### src/rtl/gbpe_pkg.sv
// shared types and constants of the glyph bitmap pixel expander
package gbpe_pkg;

  // field widths
  localparam int unsigned BYTE_W   = 8;
  localparam int unsigned COLOR_W  = 16;
  localparam int unsigned WIDTH_W  = 5;
  localparam int unsigned ROWS_W   = 6;
  localparam int unsigned SCALE_W  = 2;
  localparam int unsigned BITCNT_W = 4;

  // configuration port
  localparam int unsigned CFG_IDX_W  = 3;
  localparam int unsigned CFG_DATA_W = 16;

  localparam logic [CFG_IDX_W-1:0] CFG_PEN_COLOR  = 3'd0;
  localparam logic [CFG_IDX_W-1:0] CFG_BG_COLOR   = 3'd1;
  localparam logic [CFG_IDX_W-1:0] CFG_GLYPH_W    = 3'd2;
  localparam logic [CFG_IDX_W-1:0] CFG_GLYPH_ROWS = 3'd3;
  localparam logic [CFG_IDX_W-1:0] CFG_SCALE      = 3'd4;

  // register reset values
  localparam logic [COLOR_W-1:0] PEN_COLOR_RST  = 16'hFFFF;
  localparam logic [COLOR_W-1:0] BG_COLOR_RST   = 16'h0000;
  localparam logic [WIDTH_W-1:0] GLYPH_W_RST    = 5'd8;
  localparam logic [ROWS_W-1:0]  GLYPH_ROWS_RST = 6'd8;
  localparam logic [SCALE_W-1:0] SCALE_RST      = 2'd1;

  // parameter defaults
  localparam int unsigned MAX_GLYPH_WIDTH_DEF = 24;
  localparam int unsigned MAX_SCALE_DEF       = 2;
  localparam int unsigned MAX_GLYPH_ROWS_DEF  = 32;

  // controller to datapath
  typedef struct packed {
    logic load;
    logic emit;
  } gbpe_cmd_t;

  // datapath to controller
  typedef struct packed {
    logic slot_free;
    logic final_pix;
  } gbpe_sts_t;

endpackage

### src/rtl/gbpe_ctrl.sv
// controller state machine of the glyph bitmap pixel expander
module gbpe_ctrl (
  input  logic                clk_i,
  input  logic                rst_ni,
  input  logic                in_valid_i,
  output logic                in_ready_o,
  input  gbpe_pkg::gbpe_sts_t sts_i,
  output gbpe_pkg::gbpe_cmd_t cmd_o
);

  typedef enum logic {
    ST_IDLE,
    ST_RUN
  } state_e;

  state_e state_q, state_d;

  always_comb begin
    state_d   = state_q;
    cmd_o     = '0;
    in_ready_o = 1'b0;
    case (state_q)
      ST_IDLE: begin
        in_ready_o = 1'b1;
        if (in_valid_i) begin
          cmd_o.load = 1'b1;
          state_d    = ST_RUN;
        end
      end
      ST_RUN: begin
        if (sts_i.slot_free) begin
          cmd_o.emit = 1'b1;
          if (sts_i.final_pix) state_d = ST_IDLE;
        end
      end
      default: state_d = ST_IDLE;
    endcase
  end

  always_ff @(posedge clk_i or negedge rst_ni) begin
    if (!rst_ni) begin
      state_q <= ST_IDLE;
    end else begin
      state_q <= state_d;
    end
  end

endmodule

### src/rtl/gbpe_dpath.sv
// datapath: config registers, row store, bit shifter, repeat counters, output register
module gbpe_dpath #(
  parameter int unsigned MAX_GLYPH_WIDTH = gbpe_pkg::MAX_GLYPH_WIDTH_DEF,
  parameter int unsigned MAX_SCALE       = gbpe_pkg::MAX_SCALE_DEF,
  parameter int unsigned MAX_GLYPH_ROWS  = gbpe_pkg::MAX_GLYPH_ROWS_DEF
) (
  input  logic                              clk_i,
  input  logic                              rst_ni,
  input  logic                              cfg_we_i,
  input  logic [gbpe_pkg::CFG_IDX_W-1:0]    cfg_idx_i,
  input  logic [gbpe_pkg::CFG_DATA_W-1:0]   cfg_data_i,
  input  logic [gbpe_pkg::BYTE_W-1:0]       bitmap_byte_i,
  input  logic                              out_ready_i,
  output logic                              out_valid_o,
  output logic [gbpe_pkg::COLOR_W-1:0]      pixel_color_o,
  output logic                              last_of_glyph_o,
  input  gbpe_pkg::gbpe_cmd_t               cmd_i,
  output gbpe_pkg::gbpe_sts_t               sts_o
);

  localparam int unsigned STORE_DEPTH = (MAX_GLYPH_WIDTH + 7) / 8;
  localparam int unsigned IDX_W  = (STORE_DEPTH > 1) ? $clog2(STORE_DEPTH) : 1;
  localparam int unsigned NB_W   = $clog2(STORE_DEPTH + 1);
  localparam int unsigned RC_W   = $clog2(MAX_GLYPH_ROWS);
  localparam int unsigned RW_W   = $clog2(MAX_GLYPH_ROWS + 1);
  localparam int unsigned SC_W   = $clog2(MAX_SCALE + 1);
  localparam int unsigned REP_W  = (MAX_SCALE > 1) ? $clog2(MAX_SCALE) : 1;

  // pixels supplied by byte j of a row of width w
  function automatic logic [gbpe_pkg::BITCNT_W-1:0] bits_of_byte(
    input logic [gbpe_pkg::WIDTH_W-1:0] w,
    input logic [IDX_W-1:0]             j
  );
    logic [7:0] wx;
    logic [7:0] ux;
    logic [7:0] left;
    wx   = 8'(w);
    ux   = 8'({j, 3'b000});
    left = wx - ux;
    if (ux >= wx) begin
      bits_of_byte = '0;
    end else if (left >= 8'd8) begin
      bits_of_byte = gbpe_pkg::BITCNT_W'(8);
    end else begin
      bits_of_byte = gbpe_pkg::BITCNT_W'(left);
    end
  endfunction

  // configuration registers
  logic [gbpe_pkg::COLOR_W-1:0] pen_color_q, bg_color_q;
  logic [gbpe_pkg::WIDTH_W-1:0] glyph_width_q;
  logic [gbpe_pkg::ROWS_W-1:0]  glyph_rows_q;
  logic [gbpe_pkg::SCALE_W-1:0] scale_q;

  always_ff @(posedge clk_i or negedge rst_ni) begin
    if (!rst_ni) begin
      pen_color_q   <= gbpe_pkg::PEN_COLOR_RST;
      bg_color_q    <= gbpe_pkg::BG_COLOR_RST;
      glyph_width_q <= gbpe_pkg::GLYPH_W_RST;
      glyph_rows_q  <= gbpe_pkg::GLYPH_ROWS_RST;
      scale_q       <= gbpe_pkg::SCALE_RST;
    end else if (cfg_we_i) begin
      case (cfg_idx_i)
        gbpe_pkg::CFG_PEN_COLOR:  pen_color_q   <= cfg_data_i;
        gbpe_pkg::CFG_BG_COLOR:   bg_color_q    <= cfg_data_i;
        gbpe_pkg::CFG_GLYPH_W:    glyph_width_q <= cfg_data_i[gbpe_pkg::WIDTH_W-1:0];
        gbpe_pkg::CFG_GLYPH_ROWS: glyph_rows_q  <= cfg_data_i[gbpe_pkg::ROWS_W-1:0];
        gbpe_pkg::CFG_SCALE:      scale_q       <= cfg_data_i[gbpe_pkg::SCALE_W-1:0];
        default: ;
      endcase
    end
  end

  // clamped settings
  logic [gbpe_pkg::WIDTH_W-1:0] width_eff;
  logic [RW_W-1:0]              rows_eff;
  logic [SC_W-1:0]              sc_eff;
  logic [NB_W-1:0]              nbytes;
  logic [IDX_W-1:0]             last_j;
  logic [REP_W-1:0]             rep_max;
  logic [NB_W-1:0]              width_bytes;

  always_comb begin
    if (glyph_width_q == '0) begin
      width_eff = gbpe_pkg::WIDTH_W'(1);
    end else if (glyph_width_q > gbpe_pkg::WIDTH_W'(MAX_GLYPH_WIDTH)) begin
      width_eff = gbpe_pkg::WIDTH_W'(MAX_GLYPH_WIDTH);
    end else begin
      width_eff = glyph_width_q;
    end

    if (glyph_rows_q == '0) begin
      rows_eff = RW_W'(1);
    end else if (glyph_rows_q > gbpe_pkg::ROWS_W'(MAX_GLYPH_ROWS)) begin
      rows_eff = RW_W'(MAX_GLYPH_ROWS);
    end else begin
      rows_eff = RW_W'(glyph_rows_q);
    end

    if (scale_q == '0) begin
      sc_eff = SC_W'(1);
    end else if (scale_q > gbpe_pkg::SCALE_W'(MAX_SCALE)) begin
      sc_eff = SC_W'(MAX_SCALE);
    end else begin
      sc_eff = SC_W'(scale_q);
    end

    width_bytes = NB_W'((6'(width_eff) + 6'd7) >> 3);
    nbytes      = (width_bytes > NB_W'(STORE_DEPTH)) ? NB_W'(STORE_DEPTH) : width_bytes;
    last_j      = IDX_W'(nbytes - NB_W'(1));
    rep_max     = REP_W'(sc_eff - SC_W'(1));
  end

  // row and glyph position
  logic [gbpe_pkg::BYTE_W-1:0] store_q [STORE_DEPTH];
  logic [IDX_W-1:0]            byte_in_row_q;
  logic [RC_W-1:0]             row_count_q;

  // emission state of the current word
  logic [gbpe_pkg::BYTE_W-1:0]   sh_q;
  logic [gbpe_pkg::BITCNT_W-1:0] bits_q;
  logic [REP_W-1:0]              rep_q;
  logic [REP_W-1:0]              pass_q;
  logic [IDX_W-1:0]              j_q;
  logic                          end_row_q;
  logic                          glyph_end_q;

  // output register
  logic                          out_valid_q;
  logic [gbpe_pkg::COLOR_W-1:0]  pixel_q;
  logic                          last_q;

  logic [IDX_W-1:0] idx;
  logic             end_row;
  logic [RW_W-1:0]  rc_inc;
  logic             glyph_end;
  logic             rep_last, bit_last, pass_last, row_done, final_pix;
  logic [IDX_W-1:0] nj;

  always_comb begin
    idx       = (NB_W'(byte_in_row_q) >= nbytes) ? last_j : byte_in_row_q;
    end_row   = (idx == last_j);
    rc_inc    = RW_W'(row_count_q) + RW_W'(1);
    glyph_end = end_row && (rc_inc >= rows_eff);
    rep_last  = (rep_q == rep_max);
    bit_last  = (bits_q == gbpe_pkg::BITCNT_W'(1));
    pass_last = (pass_q == rep_max);
    row_done  = (j_q == last_j) && pass_last;
    final_pix = rep_last && bit_last && (!end_row_q || row_done);
    nj        = (j_q == last_j) ? '0 : j_q + IDX_W'(1);
  end

  assign sts_o.slot_free = !out_valid_q || out_ready_i;
  assign sts_o.final_pix = final_pix;

  // row position is control state
  always_ff @(posedge clk_i or negedge rst_ni) begin
    if (!rst_ni) begin
      byte_in_row_q <= '0;
      row_count_q   <= '0;
      out_valid_q   <= 1'b0;
    end else begin
      if (cmd_i.load) begin
        byte_in_row_q <= end_row ? '0 : idx + IDX_W'(1);
        if (end_row) begin
          row_count_q <= glyph_end ? '0 : RC_W'(rc_inc);
        end
      end
      if (cmd_i.emit) begin
        out_valid_q <= 1'b1;
      end else if (out_ready_i) begin
        out_valid_q <= 1'b0;
      end
    end
  end

  // payload and counters, reloaded on every accepted word and stepped on every emitted pixel
  always_ff @(posedge clk_i) begin
    if (cmd_i.load) begin
      store_q[idx] <= bitmap_byte_i;
      sh_q         <= bitmap_byte_i;
      bits_q       <= bits_of_byte(width_eff, idx);
      rep_q        <= '0;
      pass_q       <= '0;
      j_q          <= idx;
      end_row_q    <= end_row;
      glyph_end_q  <= glyph_end;
    end else if (cmd_i.emit) begin
      if (!rep_last) begin
        rep_q <= rep_q + REP_W'(1);
      end else begin
        rep_q <= '0;
        if (!bit_last) begin
          sh_q   <= sh_q >> 1;
          bits_q <= bits_q - gbpe_pkg::BITCNT_W'(1);
        end else if (end_row_q && !row_done) begin
          // next stored byte of the row, or the start of a replay pass
          if (j_q == last_j) pass_q <= pass_q + REP_W'(1);
          j_q    <= nj;
          sh_q   <= store_q[nj];
          bits_q <= bits_of_byte(width_eff, nj);
        end
      end
    end
    if (cmd_i.emit) begin
      pixel_q <= sh_q[0] ? pen_color_q : bg_color_q;
      last_q  <= final_pix && glyph_end_q;
    end
  end

  assign out_valid_o     = out_valid_q;
  assign pixel_color_o   = pixel_q;
  assign last_of_glyph_o = last_q;

endmodule

### src/rtl/glyph_bitmap_pixel_expander.sv
// top level of the glyph bitmap pixel expander
// an accepted word is loaded into the shifter; its first pixel goes to the output register once the output slot is free
// throughput: one pixel per cycle while the output slot is free; the word that closes a row
//   also emits the stored row (scale-1) more times for the vertical row replay
// the rate is set by the single output register, which takes one pixel per cycle while the
//   receiver is ready, and between words the sequencer passes through idle to load the next word
// reset: async active low; registers return to defaults, row and glyph position clear
module glyph_bitmap_pixel_expander #(
  parameter int unsigned MAX_GLYPH_WIDTH = gbpe_pkg::MAX_GLYPH_WIDTH_DEF,
  parameter int unsigned MAX_SCALE       = gbpe_pkg::MAX_SCALE_DEF,
  parameter int unsigned MAX_GLYPH_ROWS  = gbpe_pkg::MAX_GLYPH_ROWS_DEF
) (
  input  logic                            clk_i,
  input  logic                            rst_ni,
  // configuration write port
  input  logic                            cfg_we_i,
  input  logic [gbpe_pkg::CFG_IDX_W-1:0]  cfg_idx_i,
  input  logic [gbpe_pkg::CFG_DATA_W-1:0] cfg_data_i,
  // bitmap words in
  input  logic                            in_valid_i,
  output logic                            in_ready_o,
  input  logic [gbpe_pkg::BYTE_W-1:0]     bitmap_byte_i,
  // pixel words out
  output logic                            out_valid_o,
  input  logic                            out_ready_i,
  output logic [gbpe_pkg::COLOR_W-1:0]    pixel_color_o,
  output logic                            last_of_glyph_o
);

  // command and status between the sequencer and the datapath
  gbpe_pkg::gbpe_cmd_t cmd;
  gbpe_pkg::gbpe_sts_t sts;

  // sequencer: idle until a word arrives, then pushes one pixel per free output slot
  // and returns to idle on the last pixel of the word (including row replays);
  // the output register lets the next word in while the last pixel waits
  gbpe_ctrl u_ctrl (
    .clk_i      (clk_i),
    .rst_ni     (rst_ni),
    .in_valid_i (in_valid_i),
    .in_ready_o (in_ready_o),
    .sts_i      (sts),
    .cmd_o      (cmd)
  );

  // datapath: config registers, row store, lsb-first shifter, horizontal repeat
  // and vertical replay counters, output register
  gbpe_dpath #(
    .MAX_GLYPH_WIDTH (MAX_GLYPH_WIDTH),
    .MAX_SCALE       (MAX_SCALE),
    .MAX_GLYPH_ROWS  (MAX_GLYPH_ROWS)
  ) u_dpath (
    .clk_i           (clk_i),
    .rst_ni          (rst_ni),
    .cfg_we_i        (cfg_we_i),
    .cfg_idx_i       (cfg_idx_i),
    .cfg_data_i      (cfg_data_i),
    .bitmap_byte_i   (bitmap_byte_i),
    .out_ready_i     (out_ready_i),
    .out_valid_o     (out_valid_o),
    .pixel_color_o   (pixel_color_o),
    .last_of_glyph_o (last_of_glyph_o),
    .cmd_i           (cmd),
    .sts_o           (sts)
  );

endmodule

### config.mk
export PLATFORM = sky130hd
export DESIGN_NAME = glyph_bitmap_pixel_expander
export DESIGN_NICKNAME = d
export VERILOG_FILES = /design/src/rtl/gbpe_pkg.sv /design/src/rtl/gbpe_ctrl.sv /design/src/rtl/gbpe_dpath.sv /design/src/rtl/glyph_bitmap_pixel_expander.sv
export SDC_FILE = /design/constraint.sdc
export NUM_CORES = 1
export LEC_CHECK = 0
export BUFFER_PORTS_ARGS = -buffer_cell sky130_fd_sc_hd__buf_2
export CORE_ASPECT_RATIO = 1.75
export CORE_MARGIN = 2
export CORE_UTILIZATION = 60
export DETAILED_ROUTE_END_ITERATION = 12
export PLACE_DENSITY = 0.81
export SETUP_SLACK_MARGIN = 0.05
export SYNTH_ARGS = -nofsm -noshare
export SYNTH_HDL_FRONTEND = slang
export SYNTH_SLANG_ARGS = --single-unit
### constraint.sdc
create_clock -name clk_i -period 8.9 [get_ports clk_i]
set_clock_uncertainty 0.05 [all_clocks]
set_input_delay 1.78 -clock clk_i [delete_from_list [all_inputs] [get_ports clk_i]]
set_output_delay 1.78 -clock clk_i [all_outputs]
set_load 0.005 [all_outputs]
## Yosys cells after proc, flatten, opt, wreduce, memory -nomap -nowiden

Memory sizes are Yosys's and may differ from the RTL's.
Index checks and enable logic that the tools add are counted.

- Register bits after elaboration: 89
- Latch bits: 0
- Bits in writable memories: 24
- Memory bits (read-only): 0
- Output and inout port bits: 19
- Memories: 1

Memories:

| name | depth | width | rd ports | clocked after memory_dff | write ports | line | RTL |
|---|---|---|---|---|---|---|---|
| u_dpath.store_q | 3 | 8 | 1 | 0 | 1 | gbpe_dpath.sv:115 | `logic [gbpe_pkg::BYTE_W-1:0] store_q [STORE_DEPTH];` |

- Add/subtract/negate cells: 11
- Multiply operators: 0
- Divide/modulo/power cells: 0
- $lt $le $gt $ge: 10
- Eq/ne operators: 10
- Shift operators: 0
- Muxes and demuxes: 44
- Bitwise gates (word level): 1
- Reductions and logical operators: 29

Operators with widths:

| cell | count |
|---|---|
| $mux 8 | 5 |
| $mux 4 | 9 |
| $mux 2 | 9 |
| $ge 8x4->1 const B | 2 |
| $mux 16 | 1 |
| $mux 5 | 3 |
| $mux 1 | 14 |
| $mux 6 | 2 |
| $reduce_and 2->1 | 6 |
| $sub 5x5->6 | 2 |
| $ge 5x5->1 | 2 |
| $reduce_bool 2->1 | 5 |
| $add 5x1->6 const B | 1 |
| $eq 3x2->1 const B | 2 |
| $ge 6x6->1 | 1 |
| $gt 6x6->1 const B | 1 |
| $logic_and 1x1->1 | 6 |
| $logic_not 6->1 | 1 |
| $add 5x3->5 const B | 1 |
| $gt 5x5->1 const B | 1 |
| $logic_not 5->1 | 1 |
| $reduce_and 5->1 | 1 |
| $add 2x1->2 const B | 2 |
| $eq 2x2->1 | 2 |
| other kinds (19) | 25 |

## Longest topological paths before layout

- Depth after elaboration: 18
- Gate-level depth with buffers: 15
- Depth with buffers taken out: 14

## Modules after synthesis

From an unflattened synthesis, not the netlist that was laid out.

- Cell total of the unflattened synthesis: 426
- Area total of the unflattened synthesis: 5469.0 um^2

By module, submodules not included:

| module | times used | cells an instance | area each (um^2) | seq. area each (um^2) |
|---|---|---|---|---|
| gbpe_dpath | 1 | 420 | 5410.2 | 3075.4 |
| gbpe_ctrl | 1 | 6 | 58.8 | 25.0 |

## Least setup slack after synthesis

Ideal clock, no wire load.

- Path type: input-to-reg
- Start: input out_ready_i
- End: register u_dpath.bits_q[0] in the netlist's numbering (enable)
- Library setup time: 398 ps
- Arrival: 3614 ps
- Setup slack: 4839 ps
- Stages on the path: 5
- Path buffers: 1
- Path through: nand2b_1 and2_0 clkbuf_1 nand2_1 o21ai_0

RTL lines:

| what | line | RTL |
|---|---|---|
| from (decl) | glyph_bitmap_pixel_expander.sv:25 | `input logic out_ready_i,` |
| to (signal assigned) | gbpe_dpath.sv:182 | `bits_q <= bits_of_byte(width_eff, idx);` |
| to (signal assigned) | gbpe_dpath.sv:195 | `bits_q <= bits_q - gbpe_pkg::BITCNT_W'(1);` |
| to (signal assigned) | gbpe_dpath.sv:201 | `bits_q <= bits_of_byte(width_eff, nj);` |
| to (decl) | gbpe_dpath.sv:121 | `logic [gbpe_pkg::BITCNT_W-1:0] bits_q;` |

## Worst setup path in the final report

- Start: register u_dpath.glyph_width_q[3] in the netlist's numbering
- End: register u_dpath.bits_q[0] in the netlist's numbering (data pin)

- Word-level cells in the longest chain between the ends: 18
- Elaborated cells on any way between the ends: 27
- Those cells by class: add/sub (4); order compare (7); eq/ne (1); mux (14); reduce/logical (1)

Ends and longest elaborated chain:

| what | line | RTL |
|---|---|---|
| from (decl) | gbpe_dpath.sv:51 | `logic [gbpe_pkg::WIDTH_W-1:0] glyph_width_q;` |
| from (signal assigned) | gbpe_dpath.sv:59 | `glyph_width_q <= gbpe_pkg::GLYPH_W_RST;` |
| from (signal assigned) | gbpe_dpath.sv:66 | `gbpe_pkg::CFG_GLYPH_W: glyph_width_q <= cfg_data_i[gbpe_pkg::WIDTH_W-1:0];` |
| $gt 5x5->1 | gbpe_dpath.sv:86 | `end else if (glyph_width_q > gbpe_pkg::WIDTH_W'(MAX_GLYPH_WIDTH)) begin` |
| $mux 5 | gbpe_dpath.sv:86 |  |
| $mux 5 (*) | gbpe_dpath.sv:84 | `if (glyph_width_q == '0) begin` |
| $add 5x3->5 | gbpe_dpath.sv:108 | `width_bytes = NB_W'((6'(width_eff) + 6'd7) >> 3);` |
| $gt 2x2->1 | gbpe_dpath.sv:109 | `nbytes = (width_bytes > NB_W'(STORE_DEPTH)) ? NB_W'(STORE_DEPTH) : width_bytes;` |
| $mux 2 | gbpe_dpath.sv:109 |  |
| $sub 2x1->2 | gbpe_dpath.sv:110 | `last_j = IDX_W'(nbytes - NB_W'(1));` |
| $eq 2x2->1 | gbpe_dpath.sv:150 | `nj = (j_q == last_j) ? '0 : j_q + IDX_W'(1);` |
| [... 2 more ...] | -- |  |
| $ge 8x4->1 | gbpe_dpath.sv:42 | `end else if (left >= 8'd8) begin` |
| $mux 4 | gbpe_dpath.sv:42 |  |
| $mux 4 | gbpe_dpath.sv:40 | `if (ux >= wx) begin` |
| $mux 4 | gbpe_dpath.sv:196 | `end else if (end_row_q && !row_done) begin` |
| $mux 4 | gbpe_dpath.sv:193 | `if (!bit_last) begin` |
| $mux 4 | gbpe_dpath.sv:189 | `if (!rep_last) begin` |
| $mux 4 | gbpe_dpath.sv:188 | `end else if (cmd_i.emit) begin` |
| $mux 4 (*) | gbpe_dpath.sv:179 | `if (cmd_i.load) begin` |

Every way passes the cells marked *; elsewhere a longest branch is shown, timed or not. The select of a mux whose other input is x is not followed.
A chain may end at the register's enable or synchronous reset.

==> results.toml <==
[synthesis]
ys_seq_area_share_pct = 58.0
yosys.area.top_type = "edfxtp_1"
yosys-top-cells-count = "59 x mux2_2, 57 x edfxtp_1, 37 x nand2_1"
synth_edf_count = 57
yosys.cell_types.count = 59
yosys-top-cells-area = "edfxtp_1 32%, dfrtp_1 16%, mux2_2 12%"
synth_nets = 474
syn_inst = 423
async_reset_ff_share_pct = 47.3
yosys_register_bits = 112
ys_warn_count = 0
synth_top_flop_cell = "edfxtp_1"
syn_area_per_cell_um2 = 12.6
syn_area_mm2 = 0.00535
yosysMostFrequentCell = "mux2_2"
synth_top_area_share_pct = 32.0

[worst_setup_path]
critPathCaptureType = "flop"
cp_max_fo = 14
cp.required_ns = 8.92
start_kind = "flop"
crit_top_cell = "ha_1"
worstPathArrival_ns = 4.04
crit_type = "reg2reg"
path_cells = "o31a_1, o21ai_1, ha_1, nand2b_1, a21oi_1, nand2_1, o21ai_0, ha_1, inv_1, ha_1, nand2b_1, nor3_1, a21oi_1, o22ai_1"
critPathSlowestCell = "dfstp_2"
slowest_delay_ns = 0.67

[sta]
setup-violations-final = 0
fmax_ghz = 0.249
slew_headroom_pct = 31.1
post-route-min-period_ns = 4.02
hold_ws_ns = 0.431
hold_viol_final = 0
rsz0062_at_grt = "false"
setup_slack_ns = 4.88
final_max_slew_viol_count = 0
worst_pin_slew_ns = 1.03
fin_tns_setup_ns = 0
fin_crit_sh_pct = 45.2

[hold_path]
hold_path.class = "reg2reg"

[grt]
globalRouteMet3Util_pct = 4.93
grt_antenna_before_repair = 0
grt_usage_pct = 23.6
grt_start_max_net_pins = 54
grt_pass1_vias = 3592
grt_overflow = 0
top_usage_layer = "met2"
grt_util_met1_pct = 26.3
grt_pass1_wl_mm = 17.0
grtUsageMet2_pct = 41.0

[pwr]
intPower_w = 0.00105
ir_drop_uv = 169
power.share.combinational_pct = 26.5
cellPowerDensity_mw_per_mm2 = 258
leakagePower_nw = 2.41
total_power_w = 0.00154
netSwitchingPower_w = 0.000490
power_frac_clock_pct = 25.4
swShare_pct = 31.8
seqPwrFrac_pct = 48.1

[route]
wire_per_inst_um = 17.7
ant_nets = 0
first_iter_violations = 259
vias = 3525
drcViolationCount = 0
vias_per_cell = 5.95
first_pass_iters = 4
wirelength_mm = 10.5

[place]
pre_cts_ws_ns = 4.76
port_buffers = 50
hpwl_mm = 7.73
gp_congestion = 0.883

[cts]
h-tree-depth = 3
clk_pin_slew_ns = 0.08
post_cts_resized = 0
tritoncts.num_buffers = 9
clk_path_buf_depth = 2
cts_tree = "yes"
postCtsSetupBuffers = 0
cts_sinks = 112
cts_root_buf = "clkbuf_16"
postCtsHoldBufs = 0
clock_latency_ns = 0.35

[layout]
seqCellArea_mm2 = 0.00310
areaGrowthSynthToFinish_pct = 11.9
nFillCells = 627
multi_input_area_mm2 = 0.00209
drive_gt1_share_pct = 32.4
n_antenna_cell = 0
final_nets = 521

[floorplanning]
num_rows = 45
initial_core_util_pct = 61.7
die_h_um = 129
ios = 51
die_w_um = 75.4
core_area_mm2 = 0.00867
dieArea_mm2 = 0.00972

[status]
status = "finished clean"

[job]
cap_violations = 0
routing by layer:
metal,share of wire [%],routed length [um],vias to the layer above
met3,4.3,452,29
met5,0,0,-
li1,-,-,1671
met1,37,3910,1717
met2,54,5670,108
met4,4.2,440,0
cell families after synthesis:
group / share of synthesized area [%]
mux: 13.2
buf+inv: 3.02
simple gates: 9.08
flops: 58.0
fa+ha+maj: 4.58
xor+xnor: 0.819
compound gates: 11.4
flip-flops by register name, indices dropped and copies added, names as in the netlist, 2 cells and up:
signal / count
u_dpath.store_q: 24
u_dpath.bg_color_q: 16
u_dpath.pen_color_q: 16
u_dpath.pixel_color_o: 16
u_dpath.sh_q: 8
u_dpath.glyph_rows_q: 6
u_dpath.glyph_width_q: 5
u_dpath.row_count_q: 5
u_dpath.bits_q: 4
u_dpath.byte_in_row_q: 2
u_dpath.j_q: 2
placed cells by master (no fill, tap or decap), drive strengths merged, types with 9 or more instances in the layout:
| master | count |
|---|---|
| buf | 54 |
| nand2 | 37 |
| clkbuf | 9 |
| dfstp | 18 |
| o21ai | 27 |
| a22oi | 9 |
| dfrtp | 35 |
| ha | 18 |
| edfxtp | 57 |
| nor2 | 18 |
| mux2 | 59 |
| inv | 24 |
| a21oi | 18 |
worst max-delay path, delay by kind of cell, from the launching register on:
family / cells / cell delay, ns
DFF: 1 / 0.67
AOI/OAI and AO/OA: 6 / 1.60
adders and majority gates: 3 / 0.89
and+or+nand+nor: 4 / 0.48
buffers and inverters: 1 / 0.05
power by group through the flow:
stage	Sequential, W	Clock, W	Combinational [W]
6_report	0.000742	0.000392	0.000409
5_1_grt	0.000756	0.000419	0.000459
4_1_cts	0.000742	0.000400	0.000409
3_5_place_dp	0.000751	0	0.000405
3_3_place_gp	0.000743	0	0.000386
2_1_floorplan	0.000717	0	0.000314
stage by stage:
step           cell area [um2]  utilization (%)  std cells
4_1_cts                   5990             69.0        592
2_1_floorplan             5350                -        423
6_report                  5990             69.0        592
5_1_grt                   5990             69.0        592
3_5_place_dp              5690             65.6        576
3_3_place_gp              5690             65.6        576
worst paths after layout:
check | start | end | slack (ns) | cells past startpoint
max reg2reg | u_dpath.glyph_width_q[3] | u_dpath.bits_q[0] | 4.88 | 14
max in group asynchronous | rst_ni | u_ctrl.state_q | 6.87 | 2
min in group asynchronous | rst_ni | u_dpath.glyph_rows_q[0] | 1.49 | 2
max | u_dpath.glyph_width_q[3] | u_dpath.bits_q[0] | 4.88 | 14
min reg2reg | u_dpath.pass_q | u_dpath.pass_q | 0.43 | 2
min | u_dpath.pass_q | u_dpath.pass_q | 0.43 | 2
area by class of cell:
cell class | instances | area share, %
clock inverters | 7 | 1.21
repair buffers | 54 | 4.68
clock buffers | 9 | 3.76
flip-flops and latches | 112 | 51.8
well taps | 117 | 2.45
multi-input cells | 273 | 34.9
inverters | 20 | 1.25
No activity file was read; power rests on OpenSTA's default activity.
